[src/rtl/nnbt_pkg.sv]
// shared types and codes for the nearest neighbour blob tracker
package nnbt_pkg;

  typedef struct packed {
    logic        valid;
    logic        touched;
    logic [3:0]  id;
    logic [15:0] x;
    logic [15:0] y;
    logic [15:0] z;
  } slot_t;

  typedef struct packed {
    logic rotate;
    logic pack;
    logic phase;
  } cell_ctrl_t;

  localparam logic [1:0] EV_ENTERED = 2'd0;
  localparam logic [1:0] EV_MOVED   = 2'd1;
  localparam logic [1:0] EV_EXITED  = 2'd2;
  localparam logic [1:0] EV_DONE    = 2'd3;

  localparam logic CMD_POINT = 1'b0;
  localparam logic CMD_EOF   = 1'b1;

  // 13107 squared
  localparam logic [31:0] R2_RESET = 32'd171793449;

endpackage

[src/rtl/nnbt_cell.sv]
// one slot of the tracker ring: rotates toward the head or packs with a neighbor
module nnbt_cell import nnbt_pkg::*; #(
  parameter int IDX        = 0,
  parameter int SLOT_COUNT = 32
) (
  input  logic       clk,
  input  logic       rst_n,
  input  cell_ctrl_t ctrl,
  input  slot_t      from_next,
  input  slot_t      from_prev,
  output slot_t      q
);

  localparam logic PARITY = IDX % 2 == 1;

  slot_t slot_r, slot_nxt;

  always_comb begin
    slot_nxt = slot_r;
    if (ctrl.rotate) begin
      slot_nxt = from_next;
    end else if (ctrl.pack) begin
      if (PARITY == ctrl.phase) begin
        // left member of a pair: pull a live slot over a hole
        if (IDX < SLOT_COUNT - 1 && !slot_r.valid && from_next.valid) begin
          slot_nxt = from_next;
        end
      end else begin
        if (IDX > 0 && !from_prev.valid && slot_r.valid) begin
          slot_nxt = from_prev;
        end
      end
    end
  end

  always_ff @(posedge clk) begin
    if (!rst_n) begin
      slot_r.valid   <= 1'b0;
      slot_r.touched <= 1'b0;
    end else begin
      slot_r <= slot_nxt;
    end
  end

  assign q = slot_r;

endmodule

[config.mk]
export PLATFORM = sky130hd
export DESIGN_NAME = nnbt_cell
export DESIGN_NICKNAME = d
export VERILOG_FILES = /design/src/rtl/nnbt_pkg.sv /design/src/rtl/nnbt_cell.sv
export SDC_FILE = /design/constraint.sdc
export NUM_CORES = 1
export LEC_CHECK = 0
export ABC_AREA = 1
export BUFFER_PORTS_ARGS = -buffer_cell sky130_fd_sc_hd__buf_2
export CAP_MARGIN = 20
export CORE_ASPECT_RATIO = 1.2
export CORE_MARGIN = 2
export CORE_UTILIZATION = 35
export CTS_BUF_LIST = sky130_fd_sc_hd__clkbuf_2
export DETAILED_ROUTE_END_ITERATION = 10
export GPL_ROUTABILITY_DRIVEN = 1
export GPL_TIMING_DRIVEN = 1
export PLACE_DENSITY_LB_ADDON = 0.2
export SETUP_SLACK_MARGIN = 0.02
export SYNTH_ARGS = -nofsm -noshare
export SYNTH_HDL_FRONTEND = slang
export SYNTH_SLANG_ARGS = --single-unit
[constraint.sdc]
create_clock -name clk -period 10.35 [get_ports clk]
set_input_delay 1.5525 -clock clk [delete_from_list [all_inputs] [get_ports clk]]
set_output_delay 1.5525 -clock clk [all_outputs]
set_load 0.02 [all_outputs]
==> impl_results.md, run 1 <==
* Average cell area after synthesis at 23.7 sq um
* Mapped Nets at 184
* Unrepaired setup endpoints after global routing: no
* Fin nets at 304
* IO buf count at 112
* Leakage at 0.00105 uW
* Yosys reg bits at 54
* All-Layer GR Usage at 0.130
* Top-Level Pins at 167
* H-tree depth at 2
* Chip height at 80.0 um
* DR WL/cell at 13.9 um
* Combinational family with the most area after synthesis: simple AND/OR/NAND/NOR gates
* Final period util at 0.276
* Synth warn at 0
* Distinct cell type count after synthesis at 11
* PD cells at 164 nW/um^2
* Most common cell after layout, fill and taps aside: buf_2
* Commonest non-fill, non-tap cells in the layout: 112 x buf_2, 52 x edfxtp_1, 5 x clkbuf_2
* Area growth from synthesis to layout at 42.2%
* Vias in the first global route at 1071
* # resized after CTS at 0
* Synth Area in Compound Gates at 0.00595
* CTS tree: built
* Critical Path RT at 10.44 ns
* Cts hold-fix bufs at 0
* Starting Density at 0.366
* Post-Syn Area at 1680 sq um
* DRT Pass-1 Iters at 3
* Max reg flops at 54
* Grt total ovfl at 0
* Fin area at 2390 sq um
* Global placement routability congestion at 0.740
* Drt drc at 0
* Mapped Cells at 71
* Dpl cell area at 2330 sq um
* DP Wirelength at 2660 um
* Tightest Hold Check Type: flip-flop to flip-flop
* Setup TNS at 0 ns
* Post-Synth Adder-Cell Area at 0
* Startpoint types: input port
* Max Clock Skew at 0.00842 ns
* Hold Slack at 0.593 ns
* Max_slew headroom at 0.519
* Fraction of layout instances using a drive strength above 1 at 0.649
* Antenna diodes at 0
* Antenna Nets Post-Route at 0
* DR iter-0 viols at 56
* Cts bufs inserted at 5
* CP Class: input port to flip-flop
* Vias at 1056
* Clock Sinks at 54
* Largest net degree at the start of global routing at 31
* Setup crit end kind: flip-flop
* Initial antenna violation count at 0
* Sequential cell area fraction in the yosys report at 0.952
* First-pass GRT wire length at 4970 um
* VDD IR max at 0.0645 mV
* CTS Buffer Depth at 2
* Slew @ Worst Pin at 0.719 ns
* Post-layout min period at 2.85 ns
* Core area at 4590 sq um
* Post-synthesis mux area share at 0
* Root buffer cell: clkbuf_2
* Full die area at 5380 sq um
* Util after Layout at 0.521
* Crit Path Max Fanout at 30
* Final setup fails at 0
* Max-slew violations at 0
* Fmax at 0.351 GHz
* Max cap viols at 0
* Outcome: complete, no violations
* Via density at 4.24
* Synth Area in XOR/XNOR at 0
* Post-CTS Setup Bufs at 0
* Die span in x at 67.3 um
* Clock-pin slew on the worst setup and hold paths at 0.23 ns
* Fin. Hold Viols at 0
* Rows at 27
* Post-synthesis simple-gate area fraction at 0.0312
* Clock Latency Late Sink at 0.40 ns
* Post-Route WL at 3450 um
* Critical Path AT at 2.95 ns
-- layout make-up --
| cell class | count | area, sq um |
|---|---|---|
| multi-input cells | 12 | 73.8 |
| flip-flops and latches | 54 | 1600 |
| inverters | 5 | 18.8 |
| fillers | 438 | 2200 |
| well taps | 58 | 72.6 |
| clock inverters | 2 | 33.8 |
| clock buffers | 5 | 25.0 |
| repair buffers | 113 | 568 |
-- kinds of logic after synthesis --
group           count (synthesis)
flops                          54
buf+inv                         5
simple gates                   10
compound gates                  2
-- critical path: stages --
cell,delay [ns]
buf_2,0.10
nor2_2,0.10
nand2_2,0.11
a21oi_4,0.60
buf_4,0.47
-- where the power goes --
group          total [uW]  internal [uW]  switching, uW
Combinational        41.4           15.6           25.8
Clock                96.7           38.9           57.8
Sequential            255            252           2.54
-- stage by stage --
stage | setup slack, ns | power [uW] | std cells
CTS | 7.48 | 398 | 249
detailed placement | 6.99 | 302 | 242
global route | 7.41 | 411 | 249
global placement | 7.11 | 300 | 242
floorplan | 5.60 | 280 | 71
finish | 7.50 | 393 | 249
-- cell usage after synthesis (all sizes together) --
cell type   n  area share
inv         5       0.011
a21oi       2      0.0059
nand3b      1      0.0045
nand2       4       0.010
nor2        4       0.010
edfxtp     52        0.93
nand3       1      0.0059
dfxtp       2       0.024
-- per-layer routing --
layer  up-vias  GRT usage  share of wire
li1        505          -              -
met1       484      0.153           0.39
met2        63      0.210           0.48
met3         4     0.0522           0.11
met4         0     0.0551          0.012
met5         -          0              0
-- worst paths after layout --
check                from     to  slack (ns)  cells after the start
setup / recovery  ctrl[0]   q[7]        7.50                      5
hold reg to reg     q[52]  q[52]        0.59                      4
setup reg to reg    q[53]   q[7]        8.34                      4
hold / removal      q[52]  q[52]        0.59                      4
Power figures use the tool's default switching activity.
==> inputs of run 2 (changes only) <==
- clock period: 10.35 -> 2.7 ns (I/O delays scaled with it)
==> run 2 against run 1 <==
Net effect:
- first-iteration DRC count down 38%
- design area up 0.78%
- sequential cell count unchanged
- die area unchanged
- sequential share of layout area down 0.52 points
- core utilization up 0.41 points
- critical path depth down 1
- clock skew up 0.0010 ns
- wire length down 0.49%
- critical endpoint is now q[25]
- highest routed layer unchanged
==> impl_results.md, run 2 (synthesis results as in run 1) <==
* Outcome: complete, no violations
* Clock Latency Late Sink at 0.42 ns (+0.02 ns)
* Antenna diodes at 0 (unchanged)
* Commonest non-fill, non-tap cells in the layout: 112 x buf_2, 52 x edfxtp_1, 7 x clkbuf_2
* CTS tree: built
* Largest net degree at the start of global routing at 36 (+16%)
* Hold path start: from_next[50]
* Max Clock Skew at 0.00946 ns (+0.00105 ns)
* Fill count at 417 (-4.8%)
* Fin nets at 304 (unchanged)
* Total Power at 1530 uW (+290%)
* DRT Pass-1 Iters at 2 (-1)
* VDD IR max at 0.317 mV (+390%)
* Fmax at 0.592 GHz
* Vias in the first global route at 1038 (-3.1%)
* WHS Path Cells at 1 (-3)
* Worst R2R Start: q[53]
* Die span in x at 67.3 um (unchanged)
* Final setup fails at 0 (unchanged)
* Clock Sinks at 54 (unchanged)
* Core area at 4590 sq um (unchanged)
* Leakage at 0.00106 uW (+1.0%)
* IO buf count at 112 (unchanged)
* Top-Level Pins at 167 (unchanged)
* Max-slew violations at 0 (unchanged)
* Max reg flops at 54 (unchanged)
* DP Wirelength at 2680 um (+0.53%)
* CTS Buffer Depth at 2 (unchanged)
* Final period util at 0.626
* Global placement routability congestion at 0.707 (-4.5%)
* Root buffer cell: clkbuf_2
* Cts bufs inserted at 5 (unchanged)
* Vias at 1059 (+0.28%)
* Max_slew headroom at 0.608 (+0.0884)
* Slew @ Worst Pin at 0.587 ns (-0.132 ns)
* Fin. Hold Viols at 0 (unchanged)
* H-tree depth at 2 (unchanged)
* Starting Density at 0.366 (unchanged)
* # resized after CTS at 0 (unchanged)
* Antenna Nets Post-Route at 0 (unchanged)
* Hold Slack at 0.137 ns (-0.456 ns)
* DR iter-0 viols at 35 (-38%)
* Fraction of layout instances using a drive strength above 1 at 0.656 (+0.00704)
* Cts hold-fix bufs at 0 (unchanged)
* Pre-CTS WS at 0.829 ns (-6.16 ns)
* Setup crit end kind: flip-flop
* Crit path launch: q[53]
* Crit Path Max Fanout at 35 (+17%)
* Critical Path RT at 2.84 ns (-7.60 ns)
* Via density at 4.24 (-0.12%)
* DR WL/cell at 13.7 um (-0.89%)
* Grt total ovfl at 0 (unchanged)
* PD cells at 633 nW/um^2 (+290%)
* Full die area at 5380 sq um (unchanged)
* Rows at 27 (unchanged)
* Worst R2R Path Depth at 4 (unchanged)
* Chip height at 80.0 um (unchanged)
* First-pass GRT wire length at 4890 um (-1.7%)
* Unrepaired setup endpoints after global routing: no
* Tightest Hold Check Type: input port to flip-flop
* Startpoint types: flip-flop
* Cell Count, Final, Fillers Out at 250 (+0.40%)
* Most common cell after layout, fill and taps aside: buf_2
* All-Layer GR Usage at 0.128 (-0.00183)
* Worst Slack Setup Final at 1.01 ns (-6.49 ns)
* Post-Route WL at 3440 um (-0.49%)
* Clock-pin slew on the worst setup and hold paths at 0.24 ns (about the same)
* CP Class: flip-flop to flip-flop
* Critical Path AT at 1.83 ns (-1.12 ns)
* Post-layout min period at 1.69 ns
* Setup TNS at 0 ns (unchanged)
* Post-Place Cells at 242 (unchanged)
* Max cap viols at 0 (unchanged)
* Post-CTS Setup Bufs at 0 (unchanged)
* Initial antenna violation count at 0 (unchanged)
* Area growth from synthesis to layout at 43.3%
* Drt drc at 0 (unchanged)
## run 2: final timing paths
kind,slack (ns),to
worst min register to register,0.59,q[52]
worst max register to register,1.01,q[25]
worst max-delay path,1.01,q[25]
worst min-delay path,0.14,q[50]
## run 2: final cells by class
cell class,instances,area [sq um],area share
flip-flops and latches,54,1600,0.664
repair buffers,113,581,0.241
multi-input cells,12,73.8,0.0306
well taps,58,72.6,0.0301
clock buffers,7,35.0,0.0145
clock inverters,1,30.0,0.0124
inverters,5,18.8,0.00778
## run 2: critical path, cell delays in order, from the launching register on
cell and delay (ns):
dfxtp_1 0.38, nor2_2 0.12, nand2_2 0.11, a21oi_4 0.51
buf_12 0.29
## run 2: metrics by stage
stage	area (sq um)	utilization
after detailed placement	2350	0.511
after CTS	2410	0.525
after floorplan	1690	-
after global placement	2350	0.511
after global routing	2410	0.525
final	2410	0.525
## run 2: where the power goes
part / internal, uW / switching (uW)
Sequential: 966 / 9.87
Clock: 165 / 224
Combinational: 62.3 / 99.2
Total: 1190 / 333
## run 2: layer usage
layer / up-vias / wire length, um / global-route usage / part of all wire
li1: 505 / - / - / -
met1: 473 / 1290 / 0.144 / 0.38
met2: 72 / 1640 / 0.208 / 0.48
met3: 9 / 418 / 0.0536 / 0.12
met4: 0 / 82 / 0.0633 / 0.024
met5: - / 0 / 0 / 0
==> inputs of run 3 (changes only) <==
- ABC_AREA: 1 -> 0
- CORE_UTILIZATION: 35 -> 33
- clock period: 2.7 -> 1.42 ns (I/O delays scaled with it)
==> run 3 against run 2 <==
Net effect:
- largest cell class unchanged
- area after synthesis fell by 1.5%
- wire length rose by 20%
- sequential share of layout area fell by 12 points
- largest power group unchanged
- sequential power rose by 91%
- die area rose by 4.2%
- core utilization rose by 7.4 points
- clock-buffer cell count fell by 2
- register-to-register slack got worse by 0.99 ns
- total power rose by 87%
- design area rose by 22%
==> impl_results.md, run 3 <==
* Outcome: complete, no violations
* Worst path buffer plus inverter count at 1 (unchanged)
* CP Class: flip-flop to flip-flop
* Mapped Cells at 62 (-13%)
* DR WL/cell at 13.9 um (+1.1%)
* Vias in the first global route at 1274 (+23%)
* Unrepaired setup endpoints after global routing: yes
* Cell Count, Final, Fillers Out at 298 (+19%)
* Post-synth EDFFs at 52 (unchanged)
* Max reg flops at 54 (unchanged)
* CTS tree: built
* Fin. Hold Viols at 0 (unchanged)
* Full die area at 5610 sq um (+4.2%)
* Max_slew headroom at 0.825 (+0.217)
* Synth area leader: edfxtp_1
* Yosys reg bits at 54 (unchanged)
* Commonest non-fill, non-tap cells in the layout: 112 x buf_2, 54 x dlygate4sd3_1, 52 x edfxtp_1
* Largest net degree at the start of global routing at 24 (-33%)
* Post-synth top area share at 0.942 (+0.0140)
* Setup TNS at 0 ns (unchanged)
* Setup crit end kind: flip-flop
* CTS Buffer Depth at 2 (unchanged)
* Max cap viols at 0 (unchanged)
* Synth area leaders: edfxtp_1 94%, dfxtp_1 2.4%, and4bb_1 0.75%
* Critical Path AT at 1.56 ns (-0.27 ns)
* Fill count at 411 (-1.4%)
* Fmax at 0.714 GHz (+21%)
* Crit-path leading delay family: simple AND/OR/NAND/NOR gates
* Vias at 1243 (+17%)
* Post-CTS Setup Bufs at 0 (unchanged)
* Distinct cell type count after synthesis at 9 (-2)
* Clock Latency Late Sink at 0.42 ns (about the same)
* Max Clock Skew at 0.0114 ns (+0.00195 ns)
* Critical Path RT at 1.58 ns (-1.26 ns)
* Startpoint types: flip-flop
* IO buf count at 112 (unchanged)
* Sequential cell area fraction in the yosys report at 0.966 (+0.0144)
* PD cells at 972 nW/um^2 (+54%)
* Post-Route WL at 4140 um (+20%)
* Max-slew violations at 0 (unchanged)
* GR peak layer: met2
* H-tree depth at 2 (unchanged)
* Core area at 4900 sq um (+6.8%)
* Clock-pin slew on the worst setup and hold paths at 0.25 ns (about the same)
* Synth warn at 0 (unchanged)
* Critical path's largest stage delay at 0.38 ns (-0.13 ns)
* Fraction of layout instances using a drive strength above 1 at 0.525 (-0.131)
* Cts bufs inserted at 5 (unchanged)
* Synth async-reset ratio at 0 (unchanged)
* Starting Density at 0.338 (-0.0283)
* Root buffer cell: clkbuf_2
* Via density at 4.17 (-1.5%)
* Post-Syn Area at 1660 sq um (-1.5%)
* DRT Pass-1 Iters at 4 (+2)
* Leakage at 0.00125 uW (+18%)
* Top FF cell, synth: edfxtp_1
* Final setup fails at 0 (unchanged)
* Most common cell after layout, fill and taps aside: buf_2
* Antenna diodes at 0 (unchanged)
* DR iter-0 viols at 71 (+100%)
* Fin nets at 351 (+15%)
* Slew @ Worst Pin at 0.262 ns (-0.325 ns)
* GR Util met2 at 0.260 (+0.0517)
* DP Wirelength at 2700 um (+0.91%)
* Antenna Nets Post-Route at 0 (unchanged)
* Die span in x at 68.7 um (+2.1%)
* Chip height at 81.6 um (+2.1%)
* Post-Place Cells at 237 (-2.1%)
* VDD IR max at 0.631 mV (+99%)
* All-Layer GR Usage at 0.144 (+0.0156)
* Mapped Nets at 175 (-4.9%)
* Average cell area after synthesis at 26.7 sq um (+13%)
* Post-synth top cells: 52 x edfxtp_1, 2 x dfxtp_1, 2 x nand2_1
* Clock Sinks at 54 (unchanged)
* M1 GR Usage at 0.158 (+0.0143)
* CP Cell Sequence: and4bb_1 -> nor2_2 -> nor2b_4 -> buf_12
* Crit Path Max Fanout at 23 (-34%)
* Util after Layout at 0.599 (+0.0737)
* Top-count cell post-synth: edfxtp_1
* Initial antenna violation count at 0 (unchanged)
* Final period util at 0.987 (+0.361)
* Global placement routability congestion at 0.700 (-0.95%)
* CP max stage cell: dfxtp_2
* First-pass GRT wire length at 5750 um (+18%)
* Top-Level Pins at 167 (unchanged)
* Area growth from synthesis to layout at 77.1%
* Drt drc at 0 (unchanged)
* Tightest Hold Check Type: input port to flip-flop
* Rows at 28 (+3.7%)
* Post-layout min period at 1.40 ns (-0.288 ns)
* Met3 Use GR at 0.0370 (-0.0166)
* Grt total ovfl at 0 (unchanged)
## run 3: final timing paths
| path | from | endpoint | slack (ns) | depth (start not counted) |
|---|---|---|---|---|
| max | q[53] | q[28] | 0.02 | 4 |
| min | ctrl[2] | q[53] | 0.08 | 3 |
| max reg2reg | q[53] | q[28] | 0.02 | 4 |
| min reg2reg | q[52] | q[52] | 0.52 | 2 |
## run 3: metal layers
metal | up-vias | routed length, um
met3 | 6 | 336
met2 | 67 | 2270
li1 | 597 | -
met1 | 573 | 1460
met4 | 0 | 71
met5 | - | 0
## run 3: power by group
group / switching, uW / internal, uW / leakage (uW)
registers: 19.7 / 1840 / 0.000507
logic: 205 / 224 / 0.000724
clock network: 458 / 110 / 0.0000211
## run 3: cell type report
cell class / instances / area, sq um / area share
clock buffer: 5 / 25.0 / 0.00852
tap: 60 / 75.1 / 0.0256
multi-input combinational: 8 / 66.3 / 0.0226
timing repair buffer: 169 / 1150 / 0.392
sequential: 54 / 1600 / 0.546
clock inverter: 2 / 15.0 / 0.00511
## run 3: per-stage QoR
stage | instance area (sq um) | hold slack [ns] | power [uW] | setup WS (ns)
4_1_cts | 2920 | 0.00999 | 2880 | 0.00467
6_report | 2940 | 0.0795 | 2850 | 0.0190
5_1_grt | 2940 | 0.0471 | 2980 | -0.0375
3_5_place_dp | 2350 | 0.391 | 2200 | 0.0319
2_1_floorplan | 1670 | 0.312 | 2030 | -0.487
3_3_place_gp | 2350 | 0.390 | 2190 | 0.0710
## run 3: tightest hold or removal path, delay by kind of cell
family	cells	cell delay [ns]
AOI/OAI and AO/OA	1	0.12
and+or+nand+nor	1	0.06
buffers and inverters	1	0.11
## run 3: logic make-up (layout without fill, tap and decap cells)
group	count (synthesis)	count (layout)	synth area share
buf+inv	0	176	0
compound gates	1	1	0.00604
flops	54	54	0.966
simple gates	6	6	0.0219
mux	1	1	0.00604
## run 3: timing repair
action,4_1_cts,5_1_grt
hold buffers,53,1
resized for setup,0,1
setup endpoints to repair,11,52
pin swaps,0,0
endpoints found under the hold margin,53,1
